===== config.mk =====
export PLATFORM = sky130hd
export DESIGN_NAME = dram_row_buffer_latency_core
export DESIGN_NICKNAME = d
export VERILOG_FILES = /design/src/rtl/drbl_pkg.sv /design/src/rtl/drbl_queue.sv /design/src/rtl/drbl_front.sv /design/src/rtl/drbl_back.sv /design/src/rtl/dram_row_buffer_latency_core.sv
export VERILOG_INCLUDE_DIRS = /design/src /design/src/rtl
export SDC_FILE = /design/constraint.sdc
export NUM_CORES = 1
export LEC_CHECK = 0
export ABC_AREA = 0
export ABC_CLOCK_PERIOD_IN_PS = 7900
export BUFFER_PORTS_ARGS = -buffer_cell sky130_fd_sc_hd__buf_4
export CAP_MARGIN = 10
export CORE_ASPECT_RATIO = 0.5
export CORE_MARGIN = 8
export CORE_UTILIZATION = 45
export CTS_BUF_LIST = sky130_fd_sc_hd__clkbuf_2 sky130_fd_sc_hd__clkbuf_4 sky130_fd_sc_hd__clkbuf_8
export DETAILED_ROUTE_END_ITERATION = 7
export PLACE_DENSITY = 0.61
export SYNTH_ARGS = -nofsm -noshare
export SYNTH_HDL_FRONTEND = slang
export SYNTH_SLANG_ARGS = --single-unit

===== constraint.sdc =====
create_clock -name clk -period 7.9 [get_ports clk]
set_input_delay 1.185 -clock clk [delete_from_list [all_inputs] [get_ports clk]]
set_output_delay 1.185 -clock clk [all_outputs]
set_load 0.005 [all_outputs]

===== src/rtl/assert_macros.svh =====
// assertion macros shared by the rtl
`ifndef ASSERT_MACROS_SVH
`define ASSERT_MACROS_SVH

// property checked on every rising clock edge outside reset
`define ASSERT_RST(label, clk, rst_n, prop, msg) \
    label: assert property (@(posedge clk) disable iff (!rst_n) prop) \
        else $error(msg);

// condition that must never be seen outside reset
`define ASSERT_NEVER(label, clk, rst_n, cond, msg) \
    `ASSERT_RST(label, clk, rst_n, !(cond), msg)

`endif


===== src/rtl/drbl_pkg.sv =====
// types and constants of the dram row buffer latency core
`default_nettype none

package drbl_pkg;

    localparam int MAX_BANKS_DEF  = 32;
    localparam int ADDR_WIDTH_DEF = 40;
    localparam int COLUMN_BITS    = 10;

    localparam int BANK_W      = 5;
    localparam int ROW_W       = 30;
    localparam int COL_W       = 10;
    localparam int BYTES_W     = 16;
    localparam int LAT_W       = 20;
    localparam int OUTCOME_W   = 2;
    localparam int BURST_W     = 13;
    localparam int BANK_BITS_W = 3;
    localparam int CYC_W       = 8;
    localparam int SPACING_W   = 4;

    localparam int CFG_INDEX_W = 3;
    localparam int CFG_DATA_W  = 13;

    localparam int QUEUE_DEPTH = 2;

    localparam logic [BANK_BITS_W-1:0] BANK_BITS_LIMIT = 3'd5;
    localparam logic [LAT_W-1:0]       LATENCY_MAX     = 20'hFFFFF;

    // register indexes of the configuration port
    localparam logic [CFG_INDEX_W-1:0] REG_BANK_BITS      = 3'd0;
    localparam logic [CFG_INDEX_W-1:0] REG_ACT_TO_CAS     = 3'd1;
    localparam logic [CFG_INDEX_W-1:0] REG_PRECHARGE_TIME = 3'd2;
    localparam logic [CFG_INDEX_W-1:0] REG_READ_CAS       = 3'd3;
    localparam logic [CFG_INDEX_W-1:0] REG_WRITE_CAS      = 3'd4;
    localparam logic [CFG_INDEX_W-1:0] REG_BURST_SPACING  = 3'd5;
    localparam logic [CFG_INDEX_W-1:0] REG_BURST_BYTES    = 3'd6;

    // outcome codes
    localparam logic [OUTCOME_W-1:0] OUTCOME_HIT      = 2'd0;
    localparam logic [OUTCOME_W-1:0] OUTCOME_EMPTY    = 2'd1;
    localparam logic [OUTCOME_W-1:0] OUTCOME_CONFLICT = 2'd2;

    typedef struct packed {
        logic [BANK_BITS_W-1:0] bank_sel_bits;
        logic [CYC_W-1:0]       act_to_cas;
        logic [CYC_W-1:0]       precharge_time;
        logic [CYC_W-1:0]       read_cas_latency;
        logic [CYC_W-1:0]       write_cas_latency;
        logic [SPACING_W-1:0]   burst_spacing;
        logic [BURST_W-1:0]     burst_size;
    } drbl_cfg_t;

    // decoded access waiting for the row table
    typedef struct packed {
        logic               write_access;
        logic [BANK_W-1:0]  bank;
        logic [ROW_W-1:0]   row;
        logic [COL_W-1:0]   column;
        logic [BYTES_W-1:0] bursts;
    } drbl_entry_t;

endpackage

`default_nettype wire


===== src/rtl/drbl_queue.sv =====
// short queue between the decode front and the row table back
`default_nettype none

module drbl_queue (
    input  logic                  clk,
    input  logic                  rst_n,
    input  logic                  push,
    input  drbl_pkg::drbl_entry_t push_entry,
    output logic                  full,
    input  logic                  pop,
    output drbl_pkg::drbl_entry_t pop_entry,
    output logic                  not_empty
);
    import drbl_pkg::*;

    localparam int PTR_W = (QUEUE_DEPTH > 1) ? $clog2(QUEUE_DEPTH) : 1;
    localparam int CNT_W = $clog2(QUEUE_DEPTH + 1);

    drbl_entry_t      slot_reg [QUEUE_DEPTH];
    logic [PTR_W-1:0] wr_ptr_reg, wr_ptr_next;
    logic [PTR_W-1:0] rd_ptr_reg, rd_ptr_next;
    logic [CNT_W-1:0] count_reg, count_next;

    assign full      = (count_reg == CNT_W'(QUEUE_DEPTH));
    assign not_empty = (count_reg != '0);
    assign pop_entry = slot_reg[rd_ptr_reg];

    always_comb
    begin
        wr_ptr_next = wr_ptr_reg;
        rd_ptr_next = rd_ptr_reg;
        count_next  = count_reg;
        if (push)
        begin
            wr_ptr_next = (wr_ptr_reg == PTR_W'(QUEUE_DEPTH - 1)) ? '0 : wr_ptr_reg + 1'b1;
        end
        if (pop)
        begin
            rd_ptr_next = (rd_ptr_reg == PTR_W'(QUEUE_DEPTH - 1)) ? '0 : rd_ptr_reg + 1'b1;
        end
        if (push && !pop)
        begin
            count_next = count_reg + 1'b1;
        end
        else if (pop && !push)
        begin
            count_next = count_reg - 1'b1;
        end
    end

    always_ff @(posedge clk or negedge rst_n)
    begin
        if (!rst_n)
        begin
            wr_ptr_reg <= '0;
            rd_ptr_reg <= '0;
            count_reg  <= '0;
        end
        else
        begin
            wr_ptr_reg <= wr_ptr_next;
            rd_ptr_reg <= rd_ptr_next;
            count_reg  <= count_next;
        end
    end

    always_ff @(posedge clk)
    begin
        if (push)
        begin
            slot_reg[wr_ptr_reg] <= push_entry;
        end
    end

endmodule

`default_nettype wire


===== src/rtl/drbl_front.sv =====
// front part: takes an item, splits the address and counts bursts
`default_nettype none

module drbl_front #(
    parameter int MAX_BANKS  = drbl_pkg::MAX_BANKS_DEF,
    parameter int ADDR_WIDTH = drbl_pkg::ADDR_WIDTH_DEF
) (
    input  logic                          clk,
    input  logic                          rst_n,
    input  drbl_pkg::drbl_cfg_t           cfg,
    input  logic                          req_valid,
    output logic                          req_stall,
    input  logic [ADDR_WIDTH-1:0]         addr,
    input  logic                          write_access,
    input  logic [drbl_pkg::BYTES_W-1:0]  byte_count,
    output logic                          push,
    output drbl_pkg::drbl_entry_t         push_entry,
    input  logic                          full
);
    import drbl_pkg::*;

    localparam int DIV_STEPS = BYTES_W;
    localparam int STEP_W    = $clog2(DIV_STEPS + 1);
    localparam int EXT_W     = ADDR_WIDTH + BANK_W + ROW_W;

    logic                  busy_reg, busy_next;
    logic [STEP_W-1:0]     step_reg, step_next;
    logic [BYTES_W-1:0]    dvd_reg, dvd_next;
    logic [BURST_W-1:0]    rem_reg, rem_next;
    logic                  wr_reg;
    logic [BANK_W-1:0]     bank_reg;
    logic [ROW_W-1:0]      row_reg;
    logic [COL_W-1:0]      col_reg;

    logic                  accept;
    logic                  done;
    logic [BANK_BITS_W-1:0] bb;
    logic [EXT_W-1:0]      addr_ext;
    logic [BANK_W-1:0]     bank_sel_mask;
    logic [BANK_W-1:0]     bank_raw;
    logic [BANK_W-1:0]     bank_dec;
    logic [ROW_W-1:0]      row_dec;
    logic [BURST_W-1:0]    divisor;
    logic [BURST_W:0]      trial;
    logic                  q_bit;

    // address split
    always_comb
    begin
        bb            = (cfg.bank_sel_bits > BANK_BITS_LIMIT) ? BANK_BITS_LIMIT
                                                              : cfg.bank_sel_bits;
        addr_ext      = EXT_W'(addr);
        bank_sel_mask = BANK_W'((6'd1 << bb) - 6'd1);
        bank_raw      = BANK_W'(addr_ext >> COLUMN_BITS) & bank_sel_mask;
        // banks past the populated range fold onto bank 0
        bank_dec      = (6'(bank_raw) >= 6'(MAX_BANKS)) ? '0 : bank_raw;
        row_dec       = ROW_W'(addr_ext >> (COLUMN_BITS + 32'(bb)));
    end

    // one quotient bit per cycle, restoring
    always_comb
    begin
        divisor = (cfg.burst_size == '0) ? BURST_W'(1) : cfg.burst_size;
        trial   = {rem_reg, dvd_reg[BYTES_W-1]};
        q_bit   = (trial >= {1'b0, divisor});
    end

    assign done      = busy_reg && (step_reg == STEP_W'(DIV_STEPS));
    assign push      = done && !full;
    assign req_stall = busy_reg && !push;
    assign accept    = req_valid && !req_stall;

    assign push_entry.write_access = wr_reg;
    assign push_entry.bank         = bank_reg;
    assign push_entry.row          = row_reg;
    assign push_entry.column       = col_reg;
    // ceiling: any remainder costs one more burst
    assign push_entry.bursts       = dvd_reg + BYTES_W'(rem_reg != '0);

    always_comb
    begin
        busy_next = busy_reg;
        step_next = step_reg;
        dvd_next  = dvd_reg;
        rem_next  = rem_reg;
        if (accept)
        begin
            busy_next = 1'b1;
            step_next = '0;
            dvd_next  = byte_count;
            rem_next  = '0;
        end
        else if (push)
        begin
            busy_next = 1'b0;
        end
        else if (busy_reg && !done)
        begin
            step_next = step_reg + 1'b1;
            dvd_next  = {dvd_reg[BYTES_W-2:0], q_bit};
            rem_next  = q_bit ? BURST_W'(trial - {1'b0, divisor}) : BURST_W'(trial);
        end
    end

    always_ff @(posedge clk or negedge rst_n)
    begin
        if (!rst_n)
        begin
            busy_reg <= 1'b0;
            step_reg <= '0;
        end
        else
        begin
            busy_reg <= busy_next;
            step_reg <= step_next;
        end
    end

    always_ff @(posedge clk)
    begin
        dvd_reg <= dvd_next;
        rem_reg <= rem_next;
        if (accept)
        begin
            wr_reg   <= write_access;
            bank_reg <= bank_dec;
            row_reg  <= row_dec;
            col_reg  <= addr[COLUMN_BITS-1:0];
        end
    end

endmodule

`default_nettype wire


===== src/rtl/drbl_back.sv =====
// back part: open-row lookup, row update and latency sum
`default_nettype none

module drbl_back #(
    parameter int MAX_BANKS = drbl_pkg::MAX_BANKS_DEF
) (
    input  logic                            clk,
    input  logic                            rst_n,
    input  drbl_pkg::drbl_cfg_t             cfg,
    input  logic                            not_empty,
    input  drbl_pkg::drbl_entry_t           pop_entry,
    output logic                            pop,
    output logic                            rsp_valid,
    input  logic                            rsp_stall,
    output logic [drbl_pkg::LAT_W-1:0]      latency,
    output logic [drbl_pkg::OUTCOME_W-1:0]  outcome,
    output logic [drbl_pkg::BANK_W-1:0]     bank_index,
    output logic [drbl_pkg::ROW_W-1:0]      row_number,
    output logic [drbl_pkg::COL_W-1:0]      column_number
);
    import drbl_pkg::*;

    localparam int IDX_W = (MAX_BANKS > 1) ? $clog2(MAX_BANKS) : 1;

    logic [ROW_W-1:0]     row_table_reg [MAX_BANKS];
    logic [MAX_BANKS-1:0] open_reg, open_next;
    logic                 rsp_valid_reg, rsp_valid_next;
    logic [LAT_W-1:0]     latency_reg;
    logic [OUTCOME_W-1:0] outcome_reg;
    logic [BANK_W-1:0]    bank_reg;
    logic [ROW_W-1:0]     row_reg;
    logic [COL_W-1:0]     col_reg;

    logic [IDX_W-1:0]     idx;
    logic                 is_open;
    logic                 is_hit;
    logic [OUTCOME_W-1:0] outcome_calc;
    logic [CYC_W-1:0]     cas;
    logic [CYC_W+1:0]     base;
    logic [LAT_W-1:0]     burst_cost;
    logic [LAT_W:0]       lat_sum;
    logic [LAT_W-1:0]     lat_calc;

    assign pop = not_empty && (!rsp_valid_reg || !rsp_stall);

    always_comb
    begin
        idx     = IDX_W'(pop_entry.bank);
        is_open = open_reg[idx];
        is_hit  = is_open && (row_table_reg[idx] == pop_entry.row);
        cas     = pop_entry.write_access ? cfg.write_cas_latency : cfg.read_cas_latency;
        priority if (is_hit)
        begin
            outcome_calc = OUTCOME_HIT;
            base         = (CYC_W+2)'(cas);
        end
        else if (!is_open)
        begin
            outcome_calc = OUTCOME_EMPTY;
            base         = (CYC_W+2)'(cas) + (CYC_W+2)'(cfg.act_to_cas);
        end
        else
        begin
            outcome_calc = OUTCOME_CONFLICT;
            base         = (CYC_W+2)'(cas) + (CYC_W+2)'(cfg.act_to_cas)
                         + (CYC_W+2)'(cfg.precharge_time);
        end
        burst_cost = LAT_W'(pop_entry.bursts) * LAT_W'(cfg.burst_spacing);
        lat_sum    = (LAT_W+1)'(burst_cost) + (LAT_W+1)'(base);
        lat_calc   = (lat_sum > (LAT_W+1)'(LATENCY_MAX)) ? LATENCY_MAX : LAT_W'(lat_sum);
    end

    always_comb
    begin
        open_next      = open_reg;
        rsp_valid_next = rsp_valid_reg;
        if (pop)
        begin
            open_next[idx] = 1'b1;
            rsp_valid_next = 1'b1;
        end
        else if (!rsp_stall)
        begin
            rsp_valid_next = 1'b0;
        end
    end

    always_ff @(posedge clk or negedge rst_n)
    begin
        if (!rst_n)
        begin
            open_reg      <= '0;
            rsp_valid_reg <= 1'b0;
        end
        else
        begin
            open_reg      <= open_next;
            rsp_valid_reg <= rsp_valid_next;
        end
    end

    always_ff @(posedge clk)
    begin
        if (pop)
        begin
            if (!is_hit)
            begin
                row_table_reg[idx] <= pop_entry.row;
            end
            latency_reg <= lat_calc;
            outcome_reg <= outcome_calc;
            bank_reg    <= pop_entry.bank;
            row_reg     <= pop_entry.row;
            col_reg     <= pop_entry.column;
        end
    end

    assign rsp_valid     = rsp_valid_reg;
    assign latency       = latency_reg;
    assign outcome       = outcome_reg;
    assign bank_index    = bank_reg;
    assign row_number    = row_reg;
    assign column_number = col_reg;

endmodule

`default_nettype wire


===== src/rtl/dram_row_buffer_latency_core.sv =====
// top level of the dram row buffer latency core
//
//  channel | handshake               | payload
//  --------+-------------------------+------------------------------------------
//  req     | req_valid / req_stall   | addr, write_access, byte_count
//  rsp     | rsp_valid / rsp_stall   | latency, outcome, bank_index, row_number,
//          |                         | column_number
//  cfg     | cfg_valid / cfg_ready   | cfg_index, cfg_data
//
// the front takes no new item until its 16-step burst divider has pushed the last one
// an accepted item passes the burst divider, a queue slot and the back's output registers
// reset clears the open-row flags at once, no clearing pass, cfg_ready stays high
// a two-item queue lets the front keep dividing while rsp_stall holds the back
`default_nettype none

`include "assert_macros.svh"

module dram_row_buffer_latency_core #(
    parameter int MAX_BANKS  = drbl_pkg::MAX_BANKS_DEF,
    parameter int ADDR_WIDTH = drbl_pkg::ADDR_WIDTH_DEF
) (
    input  logic                               clk,
    input  logic                               rst_n,
    input  logic                               req_valid,
    output logic                               req_stall,
    input  logic [ADDR_WIDTH-1:0]              addr,
    input  logic                               write_access,
    input  logic [drbl_pkg::BYTES_W-1:0]       byte_count,
    output logic                               rsp_valid,
    input  logic                               rsp_stall,
    output logic [drbl_pkg::LAT_W-1:0]         latency,
    output logic [drbl_pkg::OUTCOME_W-1:0]     outcome,
    output logic [drbl_pkg::BANK_W-1:0]        bank_index,
    output logic [drbl_pkg::ROW_W-1:0]         row_number,
    output logic [drbl_pkg::COL_W-1:0]         column_number,
    input  logic                               cfg_valid,
    output logic                               cfg_ready,
    input  logic [drbl_pkg::CFG_INDEX_W-1:0]   cfg_index,
    input  logic [drbl_pkg::CFG_DATA_W-1:0]    cfg_data
);
    import drbl_pkg::*;

    drbl_cfg_t   cfg_reg, cfg_next;
    drbl_entry_t push_entry;
    drbl_entry_t pop_entry;
    logic        q_push;
    logic        q_pop;
    logic        q_full;
    logic        q_not_empty;

    assign cfg_ready = 1'b1;

    always_comb
    begin
        cfg_next = cfg_reg;
        if (cfg_valid && cfg_ready)
        begin
            unique case (cfg_index)
                REG_BANK_BITS:      cfg_next.bank_sel_bits     = cfg_data[BANK_BITS_W-1:0];
                REG_ACT_TO_CAS:     cfg_next.act_to_cas        = cfg_data[CYC_W-1:0];
                REG_PRECHARGE_TIME: cfg_next.precharge_time    = cfg_data[CYC_W-1:0];
                REG_READ_CAS:       cfg_next.read_cas_latency  = cfg_data[CYC_W-1:0];
                REG_WRITE_CAS:      cfg_next.write_cas_latency = cfg_data[CYC_W-1:0];
                REG_BURST_SPACING:  cfg_next.burst_spacing     = cfg_data[SPACING_W-1:0];
                REG_BURST_BYTES:    cfg_next.burst_size        = cfg_data[BURST_W-1:0];
                default:            cfg_next = cfg_reg;
            endcase
        end
    end

    always_ff @(posedge clk or negedge rst_n)
    begin
        if (!rst_n)
        begin
            cfg_reg.bank_sel_bits     <= '0;
            cfg_reg.act_to_cas        <= '0;
            cfg_reg.precharge_time    <= '0;
            cfg_reg.read_cas_latency  <= CYC_W'(1);
            cfg_reg.write_cas_latency <= CYC_W'(1);
            cfg_reg.burst_spacing     <= '0;
            cfg_reg.burst_size        <= BURST_W'(64);
        end
        else
        begin
            cfg_reg <= cfg_next;
        end
    end

    drbl_front #(
        .MAX_BANKS  (MAX_BANKS),
        .ADDR_WIDTH (ADDR_WIDTH)
    ) u_front (
        .clk          (clk),
        .rst_n        (rst_n),
        .cfg          (cfg_reg),
        .req_valid    (req_valid),
        .req_stall    (req_stall),
        .addr         (addr),
        .write_access (write_access),
        .byte_count   (byte_count),
        .push         (q_push),
        .push_entry   (push_entry),
        .full         (q_full)
    );

    drbl_queue u_queue (
        .clk        (clk),
        .rst_n      (rst_n),
        .push       (q_push),
        .push_entry (push_entry),
        .full       (q_full),
        .pop        (q_pop),
        .pop_entry  (pop_entry),
        .not_empty  (q_not_empty)
    );

    drbl_back #(
        .MAX_BANKS (MAX_BANKS)
    ) u_back (
        .clk           (clk),
        .rst_n         (rst_n),
        .cfg           (cfg_reg),
        .not_empty     (q_not_empty),
        .pop_entry     (pop_entry),
        .pop           (q_pop),
        .rsp_valid     (rsp_valid),
        .rsp_stall     (rsp_stall),
        .latency       (latency),
        .outcome       (outcome),
        .bank_index    (bank_index),
        .row_number    (row_number),
        .column_number (column_number)
    );

    `ASSERT_NEVER(a_pop_empty, clk, rst_n, q_pop && !q_not_empty, "pop from empty queue")
    `ASSERT_NEVER(a_push_full, clk, rst_n, q_push && q_full, "push into full queue")
    `ASSERT_RST(a_bank_range, clk, rst_n, rsp_valid |-> (6'(bank_index) < 6'(MAX_BANKS)), "bank out of range")
    `ASSERT_RST(a_rsp_follows_pop, clk, rst_n, (q_pop && !rsp_valid) |=> rsp_valid, "popped item not shown")

endmodule

`default_nettype wire


# ---- Yosys cells after proc, flatten, opt, wreduce, memory -nomap -nowiden
# Memories as Yosys holds them, arrays and structs flattened.
# Index checks and enable logic that the tools add are counted.
dict set report word_totals {
  in_bits 78
  output_inout_bits 70
  mem_count 2
  mem_bits_rw 1084
  reg_bits 237
  elab_cells 125
}
dict set report classes {
  muxes 30
  n_mul 1
  order_cmp 5
  n_reduce_logical 34
  shifts 2
  bitwise_logic 3
  n_addsub 12
  n_eq_ne 11
}
# memory words width rd rd_clocked_by_memory_dff write_ports line_no
set mem_list {}
lappend mem_list {u_back.row_table_reg 32 30 1 0 1 drbl_back.sv:25} ;# logic [ROW_W-1:0] row_table_reg [MAX_BANKS];
lappend mem_list {u_queue.slot_reg 2 62 1 0 1 drbl_queue.sv:19} ;# drbl_entry_t slot_reg [QUEUE_DEPTH];
# cell n
set op_table {}
lappend op_table {{$mux W16} 3}
lappend op_table {{$shr A40 B32 Y30} 1}
lappend op_table {{$or A32 B32 Y32} 1}
lappend op_table {{$eq A30 B30 Y1} 1}
lappend op_table {{$mux W13} 2}
lappend op_table {{$add A20 B10 Y21} 1}
lappend op_table {{$gt A21 B20 Y1 const B} 1}
lappend op_table {{$mul A16 B4 Y20} 1}
lappend op_table {{$mux W10} 2}
lappend op_table {{$reduce_and A2 Y1} 9}
lappend op_table {{$add A16 B1 Y16} 1}
lappend op_table {{$mux W5} 3}
lappend op_table {{$ge A14 B13 Y1} 1}
lappend op_table {{$logic_not A13 Y1} 1}
lappend op_table {{$mux W1} 13}
lappend op_table {{$reduce_bool A13 Y1} 1}
lappend op_table {{$sub A13 B13 Y13} 1}
lappend op_table {{$add A10 B8 Y10} 1}
lappend op_table {{$logic_and A1 B1 Y1} 10}
lappend op_table {{$add A8 B8 Y9} 1}
lappend op_table {{$eq A3 B3 Y1 const B} 3}
lappend op_table {{$mux W8} 1}
lappend op_table {{$reduce_bool A2 Y1} 4}
lappend op_table {{$logic_not A1 Y1} 7}
lappend op_table {{other kinds (24)} 28}

# ---- Longest topological paths before layout
# Gate-level depths: netlist of run 1.
dict set report logic_depth {
  depth_word 9
  ltp_mapped 32
}

# ---- By module
# From an unflattened synthesis of run 1, not the netlist that was laid out.
dict set report hier_totals {
  cells_unflattened 3387
  area_unflattened_um2 55330.6
}
# module instances seq_area_each_um2 area_per_inst_um2 cells_each
set by_module_without_submodules {}
lappend by_module_without_submodules {drbl_back 1 31665.4 43525.5 2578}
lappend by_module_without_submodules {drbl_queue 1 3823.7 4963.5 209}
lappend by_module_without_submodules {drbl_front 1 2272.2 4833.4 483}
lappend by_module_without_submodules {dram_row_buffer_latency_core 1 1305.0 2008.2 117}

# ---- Worst setup path before layout of run 1
# Ideal clock, no wire load.
dict set report synth_path {
  path_kind {register -> register}
  startpoint {register u_queue.rd_ptr_reg}
  endpoint {register u_back.latency_reg[19] (netlist: u_back.latency[19]) (data pin)}
  period_less_slack_ns 7.212
  path_slack_ns 0.688
  required_time_ns 7.641
  stages_incl_launch_ff 33
  t_arrival_ns 6.953
  path_cell_list {dfrtp_1 > buf_4 > buf_6 > buf_6 > buf_2 > buf_2 > mux2i_1 > mux2i_1 > inv_1 > ha_1 > a21o_1 > a21o_1 > a21o_1 > a21oi_1 > xnor2_1 > ha_1 > inv_1 > o21bai_1 > a21oi_1 > inv_1 > a21oi_1 > or4_1 > fa_1 > inv_1 > ha_1 > nand2_1 > a2111oi_0 > o41ai_1 > a21oi_1 > o21ai_0 > a21boi_0 > and4_1 > o31ai_1}
}
dict set report synth_between {
  elab_chain_len 8
  elab_cells_between_ends 14
  cone_classes {add/sub (3); mul (1); order compare (1); eq/ne (1); mux (5); reduce/logical (1); memory (2)}
}
# element line_no
set synth_lines {}
lappend synth_lines {{from (decl)} drbl_queue.sv:21} ;# logic [PTR_W-1:0] rd_ptr_reg, rd_ptr_next;
lappend synth_lines {{from (signal assigned)} drbl_queue.sv:62} ;# rd_ptr_reg <= rd_ptr_next;
lappend synth_lines {{$mem_v2 Z2 W62 (*)} --}
lappend synth_lines {{parallel branches: the longest is 5 deep, another holds $mul A16 B4 Y20} --}
lappend synth_lines {{$add A20 B10 Y21 (*)} drbl_back.sv:69} ;# lat_sum = (LAT_W+1)'(burst_cost) + (LAT_W+1)'(base);
lappend synth_lines {{$gt A21 B20 Y1} drbl_back.sv:70} ;# lat_calc = (lat_sum > (LAT_W+1)'(LATENCY_MAX)) ? LATENCY_MAX : LAT_W'(lat_sum);
lappend synth_lines {{to (signal assigned)} drbl_back.sv:110} ;# latency_reg <= lat_calc;
lappend synth_lines {{to (decl)} drbl_back.sv:28} ;# logic [LAT_W-1:0] latency_reg;
# Every way passes the cells marked *. The select of a mux whose other input is x is not followed.
# A chain may end at the register's enable or synchronous reset.

# ---- Worst setup path after layout of run 1
dict set report layout_path {
  startpoint {register u_queue.rd_ptr_reg}
  endpoint {register u_back.latency_reg[3] (netlist: u_back.latency[3]) (data pin)}
}
# Same word-level chain as after synthesis.

==> results.json, run 1 <==
{
  "outcome": "finished clean",
  "path_buf_inv": 5,
  "setup_viol": 0,
  "ys_ff_latch": 1321,
  "placed_area_sq_um": 60400,
  "async_reset_ff_share_pct": 7.19,
  "ys.warnings.count": 0,
  "clockRootBuffer": "clkbuf_8",
  "drc": 0,
  "worstSetupStartpointType": "register",
  "area_delta_synth_final_pct": 13.6,
  "finalWeightedCongestion": 0.860,
  "drive_above_1_share_pct": 19.3,
  "critPathRequiredTime_ps": 8520,
  "max_freq_mhz": 134,
  "start_util_pct": 45.6,
  "cts_sinks": 1321,
  "tns_ps": 0,
  "final_common_cell": "edfxtp_1",
  "grt_pass1_vias": 35148,
  "wire_per_inst_microns": 28.5,
  "die_w_microns": 517,
  "synth_top_cell_area_share_pct": 64.6,
  "power.internal_mw": 14.6,
  "post-dp-hpwl_mm": 99.9,
  "clkLatencyLatePin_ps": 910,
  "seqPwrFrac_pct": 42.0,
  "boundaryPins": 148,
  "cts.clk_slew.worst_paths_ps": 70,
  "grt_setup_unrepaired": "false",
  "synth_area_per_cell_sq_um": 14.9,
  "power_leakage_nw": 22.9,
  "ys.flop_type": "edfxtp_1",
  "synth_area_leader_cell": "edfxtp_1",
  "arrival_ps": 8090,
  "finalClockSkew_ps": 64.9,
  "first_pass_iters": 8,
  "layout.nets": 4271,
  "switchingPower_mw": 7.68,
  "drt_iter0_markers": 4649,
  "relSlewSlack_pct": 16.5,
  "synth_area_sq_um": 56400,
  "cts_htree_levels": 4,
  "cp_slowest_stage_delay_ps": 650,
  "core_area_sq_um": 124000,
  "hold_viol": 0,
  "final.min_clock_period_ps": 7470,
  "dieHeight_microns": 266,
  "finalCritPeriodShare_pct": 94.6,
  "maxSlewViolCount": 0,
  "cts_buffers": 189,
  "viasPerCell": 6.00,
  "swShare_pct": 34.5,
  "combinationalPowerShare_pct": 33.9,
  "fillers": 10255,
  "maxCapViolCount": 0,
  "critical_path_class": "reg2reg",
  "clockBufferDepth": 3,
  "vdd_drop_max_uv": 365,
  "path_common_cell": "buf_4",
  "cts_tree": "yes",
  "clockPowerShare_pct": 24.1,
  "cp_max_fo": 32,
  "synth_cells": 3787,
  "power_per_cell_area_nw_per_um2": 347,
  "critPathCaptureType": "register",
  "cpLargestDelayFamily": "compound AO/OA/AOI/OAI gates",
  "grt_pass1_wl_mm": 242,
  "worst-slew-pin-transition_ps": 1250,
  "synth_fp_nets": 3979,
  "via_count": 35402,
  "synth_edf_count": 1213,
  "dieArea_sq_um": 138000,
  "grt_antenna_before_repair": 8,
  "yosysUniqueCellTypes": 86,
  "slowest_stage": "dfrtp_4",
  "ant_nets": 0,
  "grt_max_degree": 75,
  "totalWireLength_mm": 168,
  "synth.area.top_cells": "edfxtp_1 (65%), dfrtp_1 (4.1%), mux2i_1 (4.0%), a21o_1 (3.8%), nand2_1 (3.2%)",
  "gr-total-overflow": 0,
  "io_buffers": 146,
  "final_cell_area_sq_um": 64100,
  "final_cell_mix": "edfxtp_1 (1213), nand2_1 (483), a21o_1 (284), buf_4 (284), mux2i_1 (226)",
  "grt_use_total_pct": 23.9,
  "largest_register_ffs": 960,
  "synth-seq-area-share_pct": 69.3,
  "hold_path.class": "in2async",
  "rows": 91
}
## kinds of logic (layout without fill, tap and decap cells)
kind of cell	after synthesis	in the layout	share of synthesized area (%)
xor gates and xnor gates	57	57	0.885
muxes	350	350	6.58
other	1	2	0.00665
and+or+nand+nor	859	859	7.20
AOI/OAI and AO/OA	783	783	10.5
DFF	1321	1321	69.3
buffers and inverters	302	745	2.52
adders and majority gates	114	114	3.06
## what timing repair did
item | 4_1_cts | 5_1_grt
endpoints found under the setup margin | 0 | 12
hold endpoints to repair | 0 | 0
hold buffers | 0 | 0
resized for setup | 0 | 3
buffers inserted | 0 | 0
## synth_stat cells, drive strengths merged, types with 74 or more instances
library cell / number
buf: 157
inv: 93
mux2: 118
a21oi: 100
ha: 74
mux2i: 228
a21o: 284
nand2: 483
nor2: 95
a32oi: 151
edfxtp: 1213
dfrtp: 92
## worst paths after layout
kind                                         start                      end  slack [ps]  depth (start not counted)
worst max register to register  u_queue.rd_ptr_reg        u_back.latency[3]         430                         27
max in group asynchronous                    rst_n       u_queue.rd_ptr_reg        6340                          2
worst max-delay path            u_queue.rd_ptr_reg        u_back.latency[3]         430                         27
min in group clk                u_front.row_reg[6]  u_queue.slot_reg[1][32]         440                          0
worst min-delay path                         rst_n               cfg_reg[9]         200                          1
worst min register to register  u_front.row_reg[6]  u_queue.slot_reg[1][32]         440                          0
## cell type report
class / count / area, sq um / share of cell area, %
sequential: 1321 / 39100 / 60.9
multi-input combinational: 2164 / 16300 / 25.4
clock buffer: 265 / 3210 / 5.01
timing repair buffer: 309 / 2630 / 4.11
tap: 1674 / 2090 / 3.27
clock inverter: 77 / 457 / 0.712
inverter: 94 / 364 / 0.568
antenna: 1 / 2.50 / 0.00390
## power by group through the flow
stage	clock network [mW]	logic, mW	registers, mW
global placement	0	7.34	9.47
floorplan	0	4.85	9.33
CTS	5.44	7.51	9.34
global route	5.74	8.24	9.41
detailed placement	0	7.47	9.48
finish	5.37	7.54	9.34
## stage by stage
step	instances	power, mW	worst slack [ps]	utilization, %	hold slack (ps)
after CTS	5904	22.3	297	51.8	119
final	5905	22.2	429	51.8	196
after floorplan	3787	14.2	688	-	421
after global routing	5905	23.4	40.0	51.8	180
after global placement	5562	16.8	366	48.8	425
after detailed placement	5562	16.9	307	48.8	429
## routing by layer
metal / global-route usage (%) / share of wire [%] / up-vias
met1: 33.2 / 41 / 17915
met4: 7.96 / 3.0 / 4
met5: 0 / 0.025 / -
met2: 37.3 / 45 / 1964
li1: - / - / 15194
met3: 5.58 / 11 / 325
(Power assumes the default switching activity.)
==> run 2, diff against run 1 <==
--- a/config.mk
+++ b/config.mk
@@ -10,3 +10,3 @@
 export ABC_CLOCK_PERIOD_IN_PS = 7900
-export BUFFER_PORTS_ARGS = -buffer_cell sky130_fd_sc_hd__buf_4
+export BUFFER_PORTS_ARGS = -buffer_cell sky130_fd_sc_hd__clkbuf_2
 export CAP_MARGIN = 10
--- a/constraint.sdc
+++ b/constraint.sdc
@@ -3,2 +3,2 @@
 set_output_delay 1.185 -clock clk [all_outputs]
-set_load 0.005 [all_outputs]
+set_load 0.02 [all_outputs]
==> results.json, run 2 (synthesis gave the netlist of run 1 again) <==
{
  "clockPowerShare_pct": 23.9,
  "power_leakage_nw": 22.9,
  "dieHeight_microns": 266,
  "seq_area_sq_um": 39100,
  "hold-worst-slack_ps": 193,
  "worst-slew-pin-transition_ps": 1390,
  "relSlewSlack_pct": 7.02,
  "multi_input_comb_area_sq_um": 16300,
  "clkLatencyLatePin_ps": 910,
  "dpl.cell_count": 5565,
  "first_pass_iters": 5,
  "gr-total-overflow": 0,
  "drc": 0,
  "post-dp-hpwl_mm": 102,
  "instances_no_fill": 5921,
  "core_area_sq_um": 124000,
  "final_common_cell": "edfxtp_1",
  "largest_register_ffs": 960,
  "placed_area_sq_um": 60000,
  "die_w_microns": 517,
  "path_cells": "nand4bb_1 -> and2_0 -> a41oi_1 -> nor4_1 -> and3_1 -> o211ai_1 -> nor4_2 -> nand4_4 -> buf_4 -> o21ai_1 -> fa_1 -> inv_1 -> ha_1 -> a21o_1 -> a21oi_1 -> nor2b_1 -> o21ai_0 -> a21oi_1 -> a21o_1 -> a41oi_1 -> a211o_1 -> o21a_2 -> buf_4 -> o31ai_1",
  "outcome": "finished clean",
  "maxSlewViolCount": 0,
  "critical_path_class": "reg2reg",
  "cp-startpoint": "u_queue.rd_ptr_reg",
  "slowest_stage": "nor4_1",
  "cts_htree_levels": 4,
  "grt_use_total_pct": 23.9,
  "via_count": 35599,
  "area_delta_synth_final_pct": 13.4,
  "finalClockSkew_ps": 61.6,
  "cp_max_fo": 17,
  "cts.clk_slew.worst_paths_ps": 70,
  "cts_tree": "yes",
  "swShare_pct": 35.4,
  "worstSetupStartpointType": "register",
  "grt_max_degree": 94,
  "seqPwrFrac_pct": 41.8,
  "cts_sinks": 1321,
  "final_cell_area_sq_um": 64000,
  "io_buffers": 146,
  "rows": 91,
  "power_per_cell_area_nw_per_um2": 349,
  "ant_nets": 0,
  "combinationalPowerShare_pct": 34.4,
  "wire_per_inst_microns": 28.7,
  "switchingPower_mw": 7.90,
  "boundaryPins": 148,
  "critPathCapture": "u_back.latency[11]",
  "reg2reg_depth": 24,
  "final.min_clock_period_ps": 7750,
  "total_power_mw": 22.3,
  "cts_buffers": 186,
  "max_freq_mhz": 129,
  "finalCritPeriodShare_pct": 98.1,
  "cp_slowest_stage_delay_ps": 850,
  "start_util_pct": 45.6,
  "clockBufferDepth": 3,
  "clockRootBuffer": "clkbuf_8",
  "final_cell_mix": "edfxtp_1 (1213), nand2_1 (483), a21o_1 (284)",
  "hold_path.class": "in2async",
  "critPathRequiredTime_ps": 8490,
  "totalWireLength_mm": 170,
  "maxCapViolCount": 0,
  "timing.rr.start": "u_queue.rd_ptr_reg",
  "finalWeightedCongestion": 0.857,
  "grt_pass1_vias": 35119,
  "vdd_drop_max_uv": 260,
  "viasPerCell": 6.01,
  "dieArea_sq_um": 138000,
  "layout.nets": 4292,
  "hold_viol": 0,
  "grt_pass1_wl_mm": 241,
  "r2r-end": "u_back.latency[11]",
  "setup_viol": 0,
  "drt_iter0_markers": 4632,
  "arrival_ps": 8340,
  "power.internal_mw": 14.4,
  "utilization_pct": 51.7,
  "drive_above_1_share_pct": 19.9,
  "critPathCaptureType": "register",
  "fillers": 10235,
  "grt_antenna_before_repair": 8,
  "worst-r2r-setup-slack_ps": 150
}
[run 2: changes by cell type in the layout (fill, tap and decap cells not counted), moves of 4 or more]
| cell | before | now |
|---|---|---|
| clkbuf_4 | 70 | 65 |
| buf_6 | 0 | 4 |
| buf_12 | 25 | 21 |
| clkinv_1 | 49 | 39 |
| buf_4 | 284 | 156 |
| clkinvlp_4 | 3 | 7 |
| clkbuf_2 | 0 | 145 |
[run 2: worst min-delay path by stage]
stage,end,cells past startpoint
3_5_place_dp,u_queue.slot_reg[0][18],0
4_1_cts,cfg_reg[8],1
5_1_grt,cfg_reg[7],1
6_report,cfg_reg[9],1
2_1_floorplan,u_queue.slot_reg[0][16],0
3_3_place_gp,u_queue.slot_reg[0][47],0
[run 2: repair_timing]
action,4_1_cts,5_1_grt
setup buffers,4,13
resized for setup,1,14
setup endpoints to repair,1,20
pin swaps,0,5
cloned,0,4
hold buffers,0,0
[run 2: cell type report]
cell class,count,area share [%]
diodes,4,0.0157
clock buffers,258,4.92
clock inverters,73,0.732
inverters,94,0.577
multi-input cells,2164,25.5
flip-flops and latches,1321,61.1
well taps,1674,3.28
repair buffers,332,3.92
repair inverters,1,0.0137
[run 2: worst max-delay path, delay by kind of cell (launching register included)]
| family | cells | cell delay (ps) |
|---|---|---|
| flops | 1 | 580 |
| simple gates | 7 | 3280 |
| buf+inv | 3 | 580 |
| fa+ha+maj | 2 | 680 |
| compound gates | 12 | 2330 |
[run 2: power by group through the flow]
stage               combinational, mW  clock (mW)  sequential [mW]
finish                           7.66        5.32             9.32
global route                     8.34        5.67             9.38
CTS                              7.54        5.40             9.33
detailed placement               7.48           0             9.47
global placement                 7.40           0             9.45
floorplan                        4.85           0             9.50
[run 2: per-layer routing]
layer  wire length [microns]  vias up  track usage, %
li1                        -    15230               -
met1                   69900    18017            33.2
met2                   76000     1994            36.9
met3                   18300      352            5.62
met4                    5420        6            8.08
met5                     109        -               0
[run 2: per-stage QoR]
stage	setup TNS [ps]	setup WS, ps
2_1_floorplan	0	688
3_3_place_gp	0	72.3
3_5_place_dp	-53.8	-53.8
4_1_cts	0	35.4
5_1_grt	-39.5	-9.84
6_report	0	149
